`config.mk`:
```
export PLATFORM = sky130hd
export DESIGN_NAME = gain_command_decimal_parser
export DESIGN_NICKNAME = d
export VERILOG_FILES = /design/src/hw/rtl/gcdp_pkg.sv /design/src/hw/rtl/gcdp_parser.sv /design/src/hw/rtl/gcdp_divider.sv /design/src/hw/rtl/gain_command_decimal_parser.sv
export SDC_FILE = /design/constraint.sdc
export NUM_CORES = 1
export LEC_CHECK = 0
export ABC_AREA = 1
export BUFFER_PORTS_ARGS = -buffer_cell sky130_fd_sc_hd__buf_2
export CORE_ASPECT_RATIO = 1.1
export CORE_MARGIN = 10
export CORE_UTILIZATION = 45
export CTS_CLUSTER_DIAMETER = 60
export CTS_CLUSTER_SIZE = 16
export DETAILED_ROUTE_END_ITERATION = 10
export PLACE_DENSITY = 0.68
export SLEW_MARGIN = 15
export SYNTH_ARGS = -nofsm -noshare
export SYNTH_HDL_FRONTEND = slang
export SYNTH_HIERARCHICAL = 1
export SYNTH_SLANG_ARGS = --single-unit
```
`constraint.sdc`:
```
create_clock -name clk_i -period 5.59 [get_ports clk_i]
set_input_delay 0.559 -clock clk_i [delete_from_list [all_inputs] [get_ports clk_i]]
set_output_delay 0.559 -clock clk_i [all_outputs]
set_load 0.02 [all_outputs]
```
`src/hw/rtl/gcdp_pkg.sv`:
```
package gcdp_pkg;

  // Field widths
  localparam int unsigned BYTE_W      = 8;
  localparam int unsigned ACC_W       = 31;
  localparam int unsigned FRAC_CNT_W  = 3;
  localparam int unsigned VALUE_W     = 48;
  localparam int unsigned FRAC_BITS   = 16;
  localparam int unsigned DIVIDEND_W  = ACC_W + FRAC_BITS;  // acc shifted into Q31.16
  localparam int unsigned DIVISOR_W   = 24;                 // holds 10^7

  localparam int unsigned MAX_FRACTION_DIGITS_DEF = 6;

  localparam logic [ACC_W-1:0] ACC_MAX = {ACC_W{1'b1}};

  // Characters of interest
  localparam logic [BYTE_W-1:0] CH_K     = 8'h6B;  // 'k'
  localparam logic [BYTE_W-1:0] CH_P     = 8'h70;  // 'p'
  localparam logic [BYTE_W-1:0] CH_I     = 8'h69;  // 'i'
  localparam logic [BYTE_W-1:0] CH_DOT   = 8'h2E;  // '.'
  localparam logic [BYTE_W-1:0] CH_MINUS = 8'h2D;  // '-'
  localparam logic [BYTE_W-1:0] CH_PLUS  = 8'h2B;  // '+'
  localparam logic [BYTE_W-1:0] CH_SPACE = 8'h20;  // ' '
  localparam logic [BYTE_W-1:0] CH_ZERO  = 8'h30;  // '0'
  localparam logic [BYTE_W-1:0] CH_NINE  = 8'h39;  // '9'

  typedef enum logic [1:0] {
    TGT_NONE = 2'd0,
    TGT_PROP = 2'd1,
    TGT_INTG = 2'd2
  } target_e;

  typedef enum logic [2:0] {
    PH_SKIP  = 3'd0,
    PH_SIGNS = 3'd1,
    PH_INT   = 3'd2,
    PH_FRAC  = 3'd3,
    PH_DONE  = 3'd4
  } phase_e;

  typedef enum logic [1:0] {
    ST_IDLE = 2'd0,
    ST_DIV  = 2'd1,
    ST_HOLD = 2'd2
  } ctrl_state_e;

  typedef struct packed {
    logic [BYTE_W-1:0] rx_byte;
    logic              end_of_message;
  } in_t;

  typedef struct packed {
    logic [1:0]                target_gain;
    logic signed [VALUE_W-1:0] gain_value;
    logic                      value_saturated;
  } out_t;

  // Parse result handed to the conversion sequencer at the last byte
  typedef struct packed {
    target_e               target;
    logic                  negative;
    logic                  overflow;
    logic [ACC_W-1:0]      acc;
    logic [FRAC_CNT_W-1:0] frac_cnt;
  } job_t;

  function automatic logic [DIVISOR_W-1:0] pow10(input logic [FRAC_CNT_W-1:0] idx);
    logic [DIVISOR_W-1:0] p;
    unique case (idx)
      3'd0: p = 24'd1;
      3'd1: p = 24'd10;
      3'd2: p = 24'd100;
      3'd3: p = 24'd1000;
      3'd4: p = 24'd10000;
      3'd5: p = 24'd100000;
      3'd6: p = 24'd1000000;
      3'd7: p = 24'd10000000;
    endcase
    return p;
  endfunction

endpackage

```
`src/hw/rtl/gcdp_parser.sv`:
```
module gcdp_parser
  import gcdp_pkg::*;
#(
  parameter int unsigned MAX_FRACTION_DIGITS = MAX_FRACTION_DIGITS_DEF
) (
  input  logic              clk_i,
  input  logic              rst_ni,
  input  logic              accept_i,
  input  logic [BYTE_W-1:0] byte_i,
  input  logic              last_i,
  output job_t              job_o
);

  localparam logic [FRAC_CNT_W-1:0] FracLimit = FRAC_CNT_W'(MAX_FRACTION_DIGITS);

  logic [1:0]            pos_q, pos_d;
  logic [BYTE_W-1:0]     ch0_q, ch0_d, ch1_q, ch1_d;
  phase_e                ph_q, ph_d;
  logic                  neg_q, neg_d;
  logic [ACC_W-1:0]      acc_q, acc_d;
  logic [FRAC_CNT_W-1:0] frac_q, frac_d;
  logic                  ovf_q, ovf_d;

  logic                  is_dig, is_sign;
  logic [3:0]            dig;
  logic [ACC_W+3:0]      mac;
  logic                  mac_sat;
  logic [ACC_W-1:0]      acc_acc;

  // Character classes
  assign is_dig  = (byte_i >= CH_ZERO) && (byte_i <= CH_NINE);
  assign is_sign = (byte_i == CH_SPACE) || (byte_i == CH_MINUS) || (byte_i == CH_PLUS);
  assign dig     = byte_i[3:0];

  // acc*10 + digit by shift-add, saturating
  assign mac     = ({4'b0, acc_q} << 3) + ({4'b0, acc_q} << 1) + {{ACC_W{1'b0}}, dig};
  assign mac_sat = mac > {4'b0, ACC_MAX};
  assign acc_acc = mac_sat ? ACC_MAX : mac[ACC_W-1:0];

  always_comb begin
    pos_d  = pos_q;
    ch0_d  = ch0_q;
    ch1_d  = ch1_q;
    ph_d   = ph_q;
    neg_d  = neg_q;
    acc_d  = acc_q;
    frac_d = frac_q;
    ovf_d  = ovf_q;

    if (accept_i) begin
      // command letters
      if (pos_q == 2'd0) begin
        ch0_d = byte_i;
      end else if (pos_q == 2'd1) begin
        ch1_d = byte_i;
      end
      if (pos_q != 2'd2) begin
        pos_d = pos_q + 2'd1;
      end

      // number scan
      unique case (ph_q)
        PH_SKIP: begin
          if (is_dig) begin
            ph_d  = PH_INT;
            acc_d = acc_acc;
            ovf_d = ovf_q | mac_sat;
          end else if (is_sign) begin
            ph_d = PH_SIGNS;
            if (byte_i == CH_MINUS) neg_d = 1'b1;
          end
        end
        PH_SIGNS: begin
          if (is_sign) begin
            if (byte_i == CH_MINUS) neg_d = 1'b1;
          end else if (is_dig) begin
            ph_d  = PH_INT;
            acc_d = acc_acc;
            ovf_d = ovf_q | mac_sat;
          end else if (byte_i == CH_DOT) begin
            ph_d = PH_FRAC;
          end else begin
            ph_d = PH_DONE;
          end
        end
        PH_INT: begin
          if (is_dig) begin
            acc_d = acc_acc;
            ovf_d = ovf_q | mac_sat;
          end else if (byte_i == CH_DOT) begin
            ph_d = PH_FRAC;
          end else begin
            ph_d = PH_DONE;
          end
        end
        PH_FRAC: begin
          if (is_dig) begin
            if (frac_q < FracLimit) begin
              acc_d  = acc_acc;
              ovf_d  = ovf_q | mac_sat;
              frac_d = frac_q + FRAC_CNT_W'(1);
            end else begin
              ovf_d = 1'b1;  // excess fraction digit dropped
            end
          end else begin
            ph_d = PH_DONE;
          end
        end
        default: ;  // done: ignore bytes
      endcase
    end

    // snapshot of the updated state for the conversion
    if ((ch0_d == CH_K) && (ch1_d == CH_P)) begin
      job_o.target = TGT_PROP;
    end else if ((ch0_d == CH_K) && (ch1_d == CH_I)) begin
      job_o.target = TGT_INTG;
    end else begin
      job_o.target = TGT_NONE;
    end
    job_o.negative = neg_d;
    job_o.overflow = ovf_d;
    job_o.acc      = acc_d;
    job_o.frac_cnt = frac_d;

    // message ends: back to reset values
    if (accept_i && last_i) begin
      pos_d  = 2'd0;
      ch0_d  = '0;
      ch1_d  = '0;
      ph_d   = PH_SKIP;
      neg_d  = 1'b0;
      acc_d  = '0;
      frac_d = '0;
      ovf_d  = 1'b0;
    end
  end

  always_ff @(posedge clk_i or negedge rst_ni) begin
    if (!rst_ni) begin
      pos_q  <= 2'd0;
      ch0_q  <= '0;
      ch1_q  <= '0;
      ph_q   <= PH_SKIP;
      neg_q  <= 1'b0;
      acc_q  <= '0;
      frac_q <= '0;
      ovf_q  <= 1'b0;
    end else begin
      pos_q  <= pos_d;
      ch0_q  <= ch0_d;
      ch1_q  <= ch1_d;
      ph_q   <= ph_d;
      neg_q  <= neg_d;
      acc_q  <= acc_d;
      frac_q <= frac_d;
      ovf_q  <= ovf_d;
    end
  end

endmodule

```
`src/hw/rtl/gcdp_divider.sv`:
```
module gcdp_divider
  import gcdp_pkg::*;
(
  input  logic                  clk_i,
  input  logic                  rst_ni,
  input  logic                  start_i,
  input  logic [DIVIDEND_W-1:0] dividend_i,
  input  logic [DIVISOR_W-1:0]  divisor_i,
  output logic                  done_o,
  output logic [DIVIDEND_W-1:0] quotient_o
);

  localparam int unsigned CNT_W = $clog2(DIVIDEND_W);
  localparam logic [CNT_W-1:0] LastStep = CNT_W'(DIVIDEND_W - 1);

  logic                  run_q, run_d;
  logic                  done_q, done_d;
  logic [CNT_W-1:0]      cnt_q, cnt_d;
  logic [DIVISOR_W-1:0]  rem_q, rem_d;
  logic [DIVISOR_W-1:0]  dsr_q, dsr_d;
  logic [DIVIDEND_W-1:0] quo_q, quo_d;

  logic [DIVISOR_W:0]    trial;
  logic [DIVISOR_W+1:0]  diff;
  logic                  fits;

  // one restoring step: dividend bits shift out the top, quotient bits in
  assign trial = {rem_q, quo_q[DIVIDEND_W-1]};
  assign diff  = {1'b0, trial} - {2'b0, dsr_q};
  assign fits  = !diff[DIVISOR_W+1];

  always_comb begin
    run_d  = run_q;
    done_d = 1'b0;
    cnt_d  = cnt_q;
    rem_d  = rem_q;
    dsr_d  = dsr_q;
    quo_d  = quo_q;
    if (start_i) begin
      run_d = 1'b1;
      cnt_d = '0;
      rem_d = '0;
      dsr_d = divisor_i;
      quo_d = dividend_i;
    end else if (run_q) begin
      rem_d = fits ? diff[DIVISOR_W-1:0] : trial[DIVISOR_W-1:0];
      quo_d = {quo_q[DIVIDEND_W-2:0], fits};
      cnt_d = cnt_q + CNT_W'(1);
      if (cnt_q == LastStep) begin
        run_d  = 1'b0;
        done_d = 1'b1;
      end
    end
  end

  always_ff @(posedge clk_i or negedge rst_ni) begin
    if (!rst_ni) begin
      run_q  <= 1'b0;
      done_q <= 1'b0;
      cnt_q  <= '0;
    end else begin
      run_q  <= run_d;
      done_q <= done_d;
      cnt_q  <= cnt_d;
    end
  end

  // datapath
  always_ff @(posedge clk_i) begin
    rem_q <= rem_d;
    dsr_q <= dsr_d;
    quo_q <= quo_d;
  end

  assign done_o     = done_q;
  assign quotient_o = quo_q;

endmodule

```
`src/hw/rtl/gain_command_decimal_parser.sv`:
```
// Gain command parser: ASCII bytes in, target and signed Q32.16 value out.
// Bytes of a message are taken back to back. The last byte starts a
// restoring divide by 10^fraction_digits, one quotient bit per cycle;
// the quotient is registered at the output once the output slot is free.
// Input stalls during the divide and while an older result still waits.
// Asynchronous active-low reset clears parse state and the output valid.
module gain_command_decimal_parser
  import gcdp_pkg::*;
#(
  parameter int unsigned MAX_FRACTION_DIGITS = MAX_FRACTION_DIGITS_DEF
) (
  input  logic clk_i,
  input  logic rst_ni,
  input  logic in_valid_i,
  output logic in_stall_o,
  input  in_t  in_data_i,
  output logic out_valid_o,
  input  logic out_stall_i,
  output out_t out_data_o
);

  ctrl_state_e state_q, state_d;

  logic in_acc, msg_end;
  job_t job;

  logic                  div_done;
  logic [DIVIDEND_W-1:0] quotient;

  target_e tgt_q;
  logic    neg_q, ovf_q;

  logic       out_valid_q, out_valid_d;
  logic       out_load, slot_free;
  out_t       out_q;
  logic [VALUE_W-1:0] mag;

  assign in_stall_o = (state_q != ST_IDLE);
  assign in_acc     = in_valid_i && !in_stall_o;
  assign msg_end    = in_acc && in_data_i.end_of_message;
  assign slot_free  = !out_valid_q || !out_stall_i;

  gcdp_parser #(
    .MAX_FRACTION_DIGITS(MAX_FRACTION_DIGITS)
  ) u_parser (
    .clk_i    (clk_i),
    .rst_ni   (rst_ni),
    .accept_i (in_acc),
    .byte_i   (in_data_i.rx_byte),
    .last_i   (in_data_i.end_of_message),
    .job_o    (job)
  );

  gcdp_divider u_divider (
    .clk_i      (clk_i),
    .rst_ni     (rst_ni),
    .start_i    (msg_end),
    .dividend_i ({job.acc, {FRAC_BITS{1'b0}}}),
    .divisor_i  (pow10(job.frac_cnt)),
    .done_o     (div_done),
    .quotient_o (quotient)
  );

  // sequencer
  always_comb begin
    state_d  = state_q;
    out_load = 1'b0;
    unique case (state_q)
      ST_IDLE: begin
        if (msg_end) state_d = ST_DIV;
      end
      ST_DIV: begin
        if (div_done) begin
          if (slot_free) begin
            out_load = 1'b1;
            state_d  = ST_IDLE;
          end else begin
            state_d = ST_HOLD;
          end
        end
      end
      ST_HOLD: begin
        if (slot_free) begin
          out_load = 1'b1;
          state_d  = ST_IDLE;
        end
      end
      default: state_d = ST_IDLE;
    endcase
  end

  always_comb begin
    out_valid_d = out_valid_q;
    if (out_load) begin
      out_valid_d = 1'b1;
    end else if (out_valid_q && !out_stall_i) begin
      out_valid_d = 1'b0;
    end
  end

  always_ff @(posedge clk_i or negedge rst_ni) begin
    if (!rst_ni) begin
      state_q     <= ST_IDLE;
      out_valid_q <= 1'b0;
    end else begin
      state_q     <= state_d;
      out_valid_q <= out_valid_d;
    end
  end

  // job side info held over the divide
  always_ff @(posedge clk_i) begin
    if (msg_end) begin
      tgt_q <= job.target;
      neg_q <= job.negative;
      ovf_q <= job.overflow;
    end
  end

  // sign applied to the magnitude, modulo 2^48
  assign mag = {{(VALUE_W-DIVIDEND_W){1'b0}}, quotient};

  always_ff @(posedge clk_i) begin
    if (out_load) begin
      out_q.target_gain     <= tgt_q;
      out_q.gain_value      <= neg_q ? (~mag + VALUE_W'(1)) : mag;
      out_q.value_saturated <= ovf_q;
    end
  end

  assign out_valid_o = out_valid_q;
  assign out_data_o  = out_q;

endmodule

```
# Word-level counts from Yosys, hierarchy flattened
# Memories as Yosys holds them, arrays and structs flattened. A register that Yosys moved wholly into a read port is not among the register bits.
# Cells that the tools add are included.
totals:
  n_memories: 1
  inputBits: 13
  mem_bits_ro: 168
  output_inout_bits: 53
  wordCells: 155
  reg_bits: 218
classes:
  eq_ne: 22
  order_cmp: 4
  n_reduce_logical: 26
  bitwise_logic: 2
  mux: 69
  addsub: 7
mem_list:
  columns: ["name", "depth", "width", "read_ports", "rd_clocked_by_memory_dff", "wr", "line", "source"]
  rows:
  - ["(name not given)", 8, 21, 1, 1, 0, "gcdp_pkg.sv:69", "unique case (idx)"]
op_table:
  columns: ["op", "count"]
  rows:
  - ["31-bit 2-to-1 mux", 7]
  - ["47-bit 2-to-1 mux", 3]
  - ["31-bit one-hot mux with 3 select lines", 1]
  - ["8-bit 2-to-1 mux", 7]
  - ["48-bit by 1-bit adder with 48-bit output, second input constant", 1]
  - ["47-bit NOT with 48-bit output", 1]
  - ["3-bit 2-to-1 mux", 14]
  - ["34-bit by 32-bit adder with 35-bit output", 1]
  - ["35-bit by 4-bit adder with 35-bit output", 1]
  - ["35-bit by 31-bit > comparator with 1-bit output, second input constant", 1]
  - ["8-bit by 6-bit == test with 1-bit output, second input constant", 4]
  - ["25-bit by 24-bit subtractor with 26-bit output", 1]
  - ["8-bit by 7-bit == test with 1-bit output, second input constant", 3]
  - ["24-bit 2-to-1 mux", 1]
  - ["1-bit 2-to-1 mux", 21]
  - ["2-bit 2-to-1 mux", 8]
  - ["6-bit 2-to-1 mux", 2]
  - ["3-bit one-hot mux with 4 select lines", 1]
  - ["2-bit nonzero test", 5]
  - ["3-bit inequality test, second input constant", 3]
  - ["8-bit by 6-bit greater-or-equal comparator with 1-bit output, second input constant", 1]
  - ["8-bit by 6-bit <= comparator with 1-bit output, second input constant", 1]
  - ["6-bit by 1-bit adder with 6-bit output, second input constant", 1]
  - ["3-bit by 2-bit == test with 1-bit output, second input constant", 2]
  - ["other kinds (24)", 39]

# Longest topological paths before layout
depth:
  ltp_word: 9
  mapped_depth: 23
  ltp_nobuf: 22

# Modules after synthesis
# The synthesis kept the hierarchy.
by_module_without_submodules:
  columns: ["module", "n_inst", "seq_area_each_um2", "cells_each", "area_per_inst_um2"]
  rows:
  - ["gcdp_parser", 1, 1426.4, 1141, 6944.2]
  - ["gcdp_divider", 1, 2812.7, 827, 6283.5]
  - ["gain_command_decimal_parser", 1, 1726.7, 471, 3808.7]

# Least setup slack after synthesis
# No wires, ideal clock.
synth_timing:
  path_type: "register -> register"
  from: "reg state_q[0]"
  to: "reg u_divider.quo_q[0], in the netlist u_divider/quotient_o[0], enable pin"
  n_path_buf: 1
  required_time_ps: 5185
  setup_time_ps: 405
  synth_period_minus_slack_ps: 3732
  arrival_time_ps: 3326
  path_stages_with_launch: 8
  path_slack_ps: 1858
  path_cell_list: "dfrtp_1 inv_1 ha_1 nand2_1 nor2_1 clkbuf_1 nor2_1 inv_1"
synth_between:
  elab_chain_len: 4
synth_rtl:
  columns: ["item", "line", "source"]
  rows:
  - ["from (decl)", "gain_command_decimal_parser.sv:22", "ctrl_state_e state_q, state_d;"]
  - ["from (signal assigned)", "gain_command_decimal_parser.sv:106", "state_q <= state_d;"]
  - ["2-bit nonzero test", "gain_command_decimal_parser.sv:38", "assign in_stall_o = (state_q != ST_IDLE);"]
  - ["1-bit zero test", "gain_command_decimal_parser.sv:39", "assign in_acc = in_valid_i && !in_stall_o;"]
  - ["1-bit logical AND", "gain_command_decimal_parser.sv:39", null]
  - ["1-bit logical AND", "gain_command_decimal_parser.sv:40", "assign msg_end = in_acc && in_data_i.end_of_message;"]
  - ["net msg_end", "gain_command_decimal_parser.sv:24", "logic in_acc, msg_end;"]
  - ["to (signal assigned)", "gcdp_divider.sv:72", "quo_q <= quo_d;"]
  - ["to (decl)", "gcdp_divider.sv:21", "logic [DIVIDEND_W-1:0] quo_q, quo_d;"]
# The timed path passes the listed nets, and every way through them passes these cells.
# A chain may end at the register's enable or synchronous reset.

==> reports/qor.yml <==
run_status:
  status: "complete, no violations"
floorplanning:
  core-area_um2: 37300
  fp.dieW_um: 206
  ioPinCount: 66
  dieArea_um2: 46000
  start_util: 0.457
  die_h_um: 224
  core.rowCount: 74
synth:
  synth.distinct_cells: 58
  syn_area_per_cell_um2: 6.98
  synth_top_area_cell: "edfxtp_1"
  synthFlopType: "edfxtp_1"
  synth_area_leaders: "edfxtp_1, nand2_1, dfrtp_1"
  synth-edff-count: 126
  syn_area_um2: 17000
  synth_top_cell_area_share: 0.222
  ys_top_cells_by_count: "nand2_1, inv_1, nor2_1"
  yosysSeqAreaShare: 0.350
  synth-warning-count: 6
  synth_cells: 2439
  ys_ff_latch: 218
  yosysMostFrequentCell: "nand2_1"
  async_reset_ff_frac: 0.312
sta:
  worst_slew_pin_slew_ns: 1.09
  final_max_slew_viol_count: 0
  rsz0062_at_grt: "false"
  final.period_utilization: 0.694
  relSlewSlack: 0.273
  period_minus_slack_ns: 3.88
  setup-violations-final: 0
  fin_worst_skew_ns: 0.0150
  fmax_ghz: 0.258
  hold_viol_final: 0
  tns_ns: 0
  setup_ws_ns: 1.71
placed_design:
  placed_cells: 2957
  gp_congestion: 0.942
  pre_cts_ws_ns: 1.40
  dp_hpwl_um: 33200
  port_buffers: 65
setup_path:
  path_max_fanout: 63
  path_class: "reg2reg"
  required_ns: 5.86
  start_kind: "flop"
  crit_path_end_kind: "flop"
  worstPathArrival_ns: 4.15
grt:
  gr-usage-all-layers: 0.192
  grt_pass1_vias: 15017
  antenna_found_initial: 0
  grt_pass1_wl_um: 74400
  grt_max_degree: 81
  grt_overflow: 0
detailed_routing:
  wire_per_inst_um: 14.9
  wirelength_um: 44600
  dr.pass1.iters: 6
  drcViolationCount: 0
  avgViaCountPerCell: 5.19
  vias: 15525
  drt_iter0_markers: 1471
  antenna_left: 0
clocking:
  cts_max_level: 1
  cts_tree: "done"
  clock-sinks: 218
  numCtsBuffers: 21
  cts_root_buffer: "clkbuf_16"
  cts.reportedPaths.clkPinSlew_ns: 0.07
  clk_latency_ns: 0.51
  cts_resized: 0
  cts_buffer_depth: 3
job:
  cap_violations: 0
layout:
  antenna-diode-count: 0
  syn2layout_area_growth_pct: 8.50
  drive_gt1_frac: 0.0944
  fin_nets: 2603
  stdcell_count: 2994
  fin_util: 0.495
power_and_ir_drop:
  p_leak_nw: 9.53
  power_mw: 11.1
  power_density_nw_per_um2: 600
  irDropWorstVdd_mv: 0.512
min_path:
  min_path_type: "in2reg"
-- through the flow --
step	instance area (um^2)	hold slack (ns)
CTS	18500	0.295
detailed placement	17800	0.410
global route	18500	0.305
finish	18500	0.316
global placement	17800	0.405
floorplan	17100	0.263
-- cell usage in the layout (no fill, tap or decap), types with 5 or more instances in the layout --
master	instances
a21oi_1	115
buf_2	65
buf_4	14
clkbuf_16	21
clkinv_1	5
conb_1	19
dfrtp_1	68
dfxtp_1	24
edfxtp_1	126
ha_1	100
inv_1	343
inv_2	11
mux2i_1	5
nand2_1	801
nand2_2	42
nand2_4	5
nand3_1	189
nand3_2	16
nand3b_1	26
nand4_1	79
nor2_1	212
nor2_2	18
nor2_4	9
nor3_1	15
nor4_1	5
o21ai_0	33
o21ai_1	7
o21bai_1	7
or2_2	5
xnor2_1	33
xor2_1	18
-- logic make-up after synthesis --
group,count (synthesis),share of synthesized area
simple gates,1438,0.377
buf+inv,433,0.103
flops,218,0.350
compound gates,190,0.0628
fa+ha+maj,103,0.0770
xor+xnor,51,0.0262
mux,5,0.00294
other cells,1,0.000220
-- final timing paths --
kind	start	to	slack, ns	depth (start not counted)
min in group asynchronous	rst_ni	u_parser/acc_q[28]	0.48	2
max in group asynchronous	rst_ni	u_parser/ch0_q[5]	4.04	3
worst max register to register	u_parser/acc_q[0]	u_divider/quotient_o[29]	1.71	19
worst max-delay path	u_parser/acc_q[0]	u_divider/quotient_o[29]	1.71	19
worst min register to register	tgt_q[0]	out_data_o[49]	0.43	0
worst min-delay path	out_stall_i	out_valid_o	0.32	3
-- routing by layer --
layer	vias up	global-route usage	part of all wire
met3	61	0.0186	0.055
met1	7130	0.252	0.44
li1	7882	-	-
met2	452	0.327	0.48
met4	0	0.0553	0.021
met5	-	0	0
-- layout make-up --
cell class	instances	area, um^2
Clock buffer	27	568
Clock inverter	9	135
Fill cell	3684	18800
Inverter	360	1350
Multi-Input combinational cell	1806	9400
Sequential cell	218	5970
Tap cell	494	618
Timing Repair Buffer	80	440
-- what timing repair did --
item | 4_1_cts | 5_1_grt
buffers inserted | 0 | 0
hold endpoints to repair | 10 | 0
hold buffers | 1 | 0
-- registers in the layout, summed over array words and instances, names as in the netlist, 6 cells and up --
name / flops
u_parser/acc_q: 31
out_data_o: 51
u_divider/quotient_o: 47
u_divider/dsr_q: 24
u_divider/rem_q: 24
u_divider/cnt_q: 6
u_parser/ch0_q: 8
u_parser/ch1_q: 8
-- power breakdown --
part	switching [mW]	total, mW	internal (mW)
Sequential	0.543	2.88	2.33
Clock	0.637	1.46	0.828
Combinational	4.54	6.74	2.20
Total	5.72	11.1	5.36
-- worst max-delay path: stages, from the launching register on --
cell and delay, ns:
dfrtp_1 0.38, inv_1 0.14, fa_1 0.49, fa_1 0.47
inv_1 0.09, nand2_1 0.06, nand3_1 0.15, nand2_1 0.09
nand2_2 0.10, nand2_1 0.09, nand3_1 0.10, nand2_2 0.09
nor2_8 0.64, nand4_1 0.23, nand3_1 0.13, nand3_1 0.08
nand2_1 0.12, inv_1 0.05, nand2_1 0.06, nand2_1 0.06
Power figures use the tool's default switching activity.
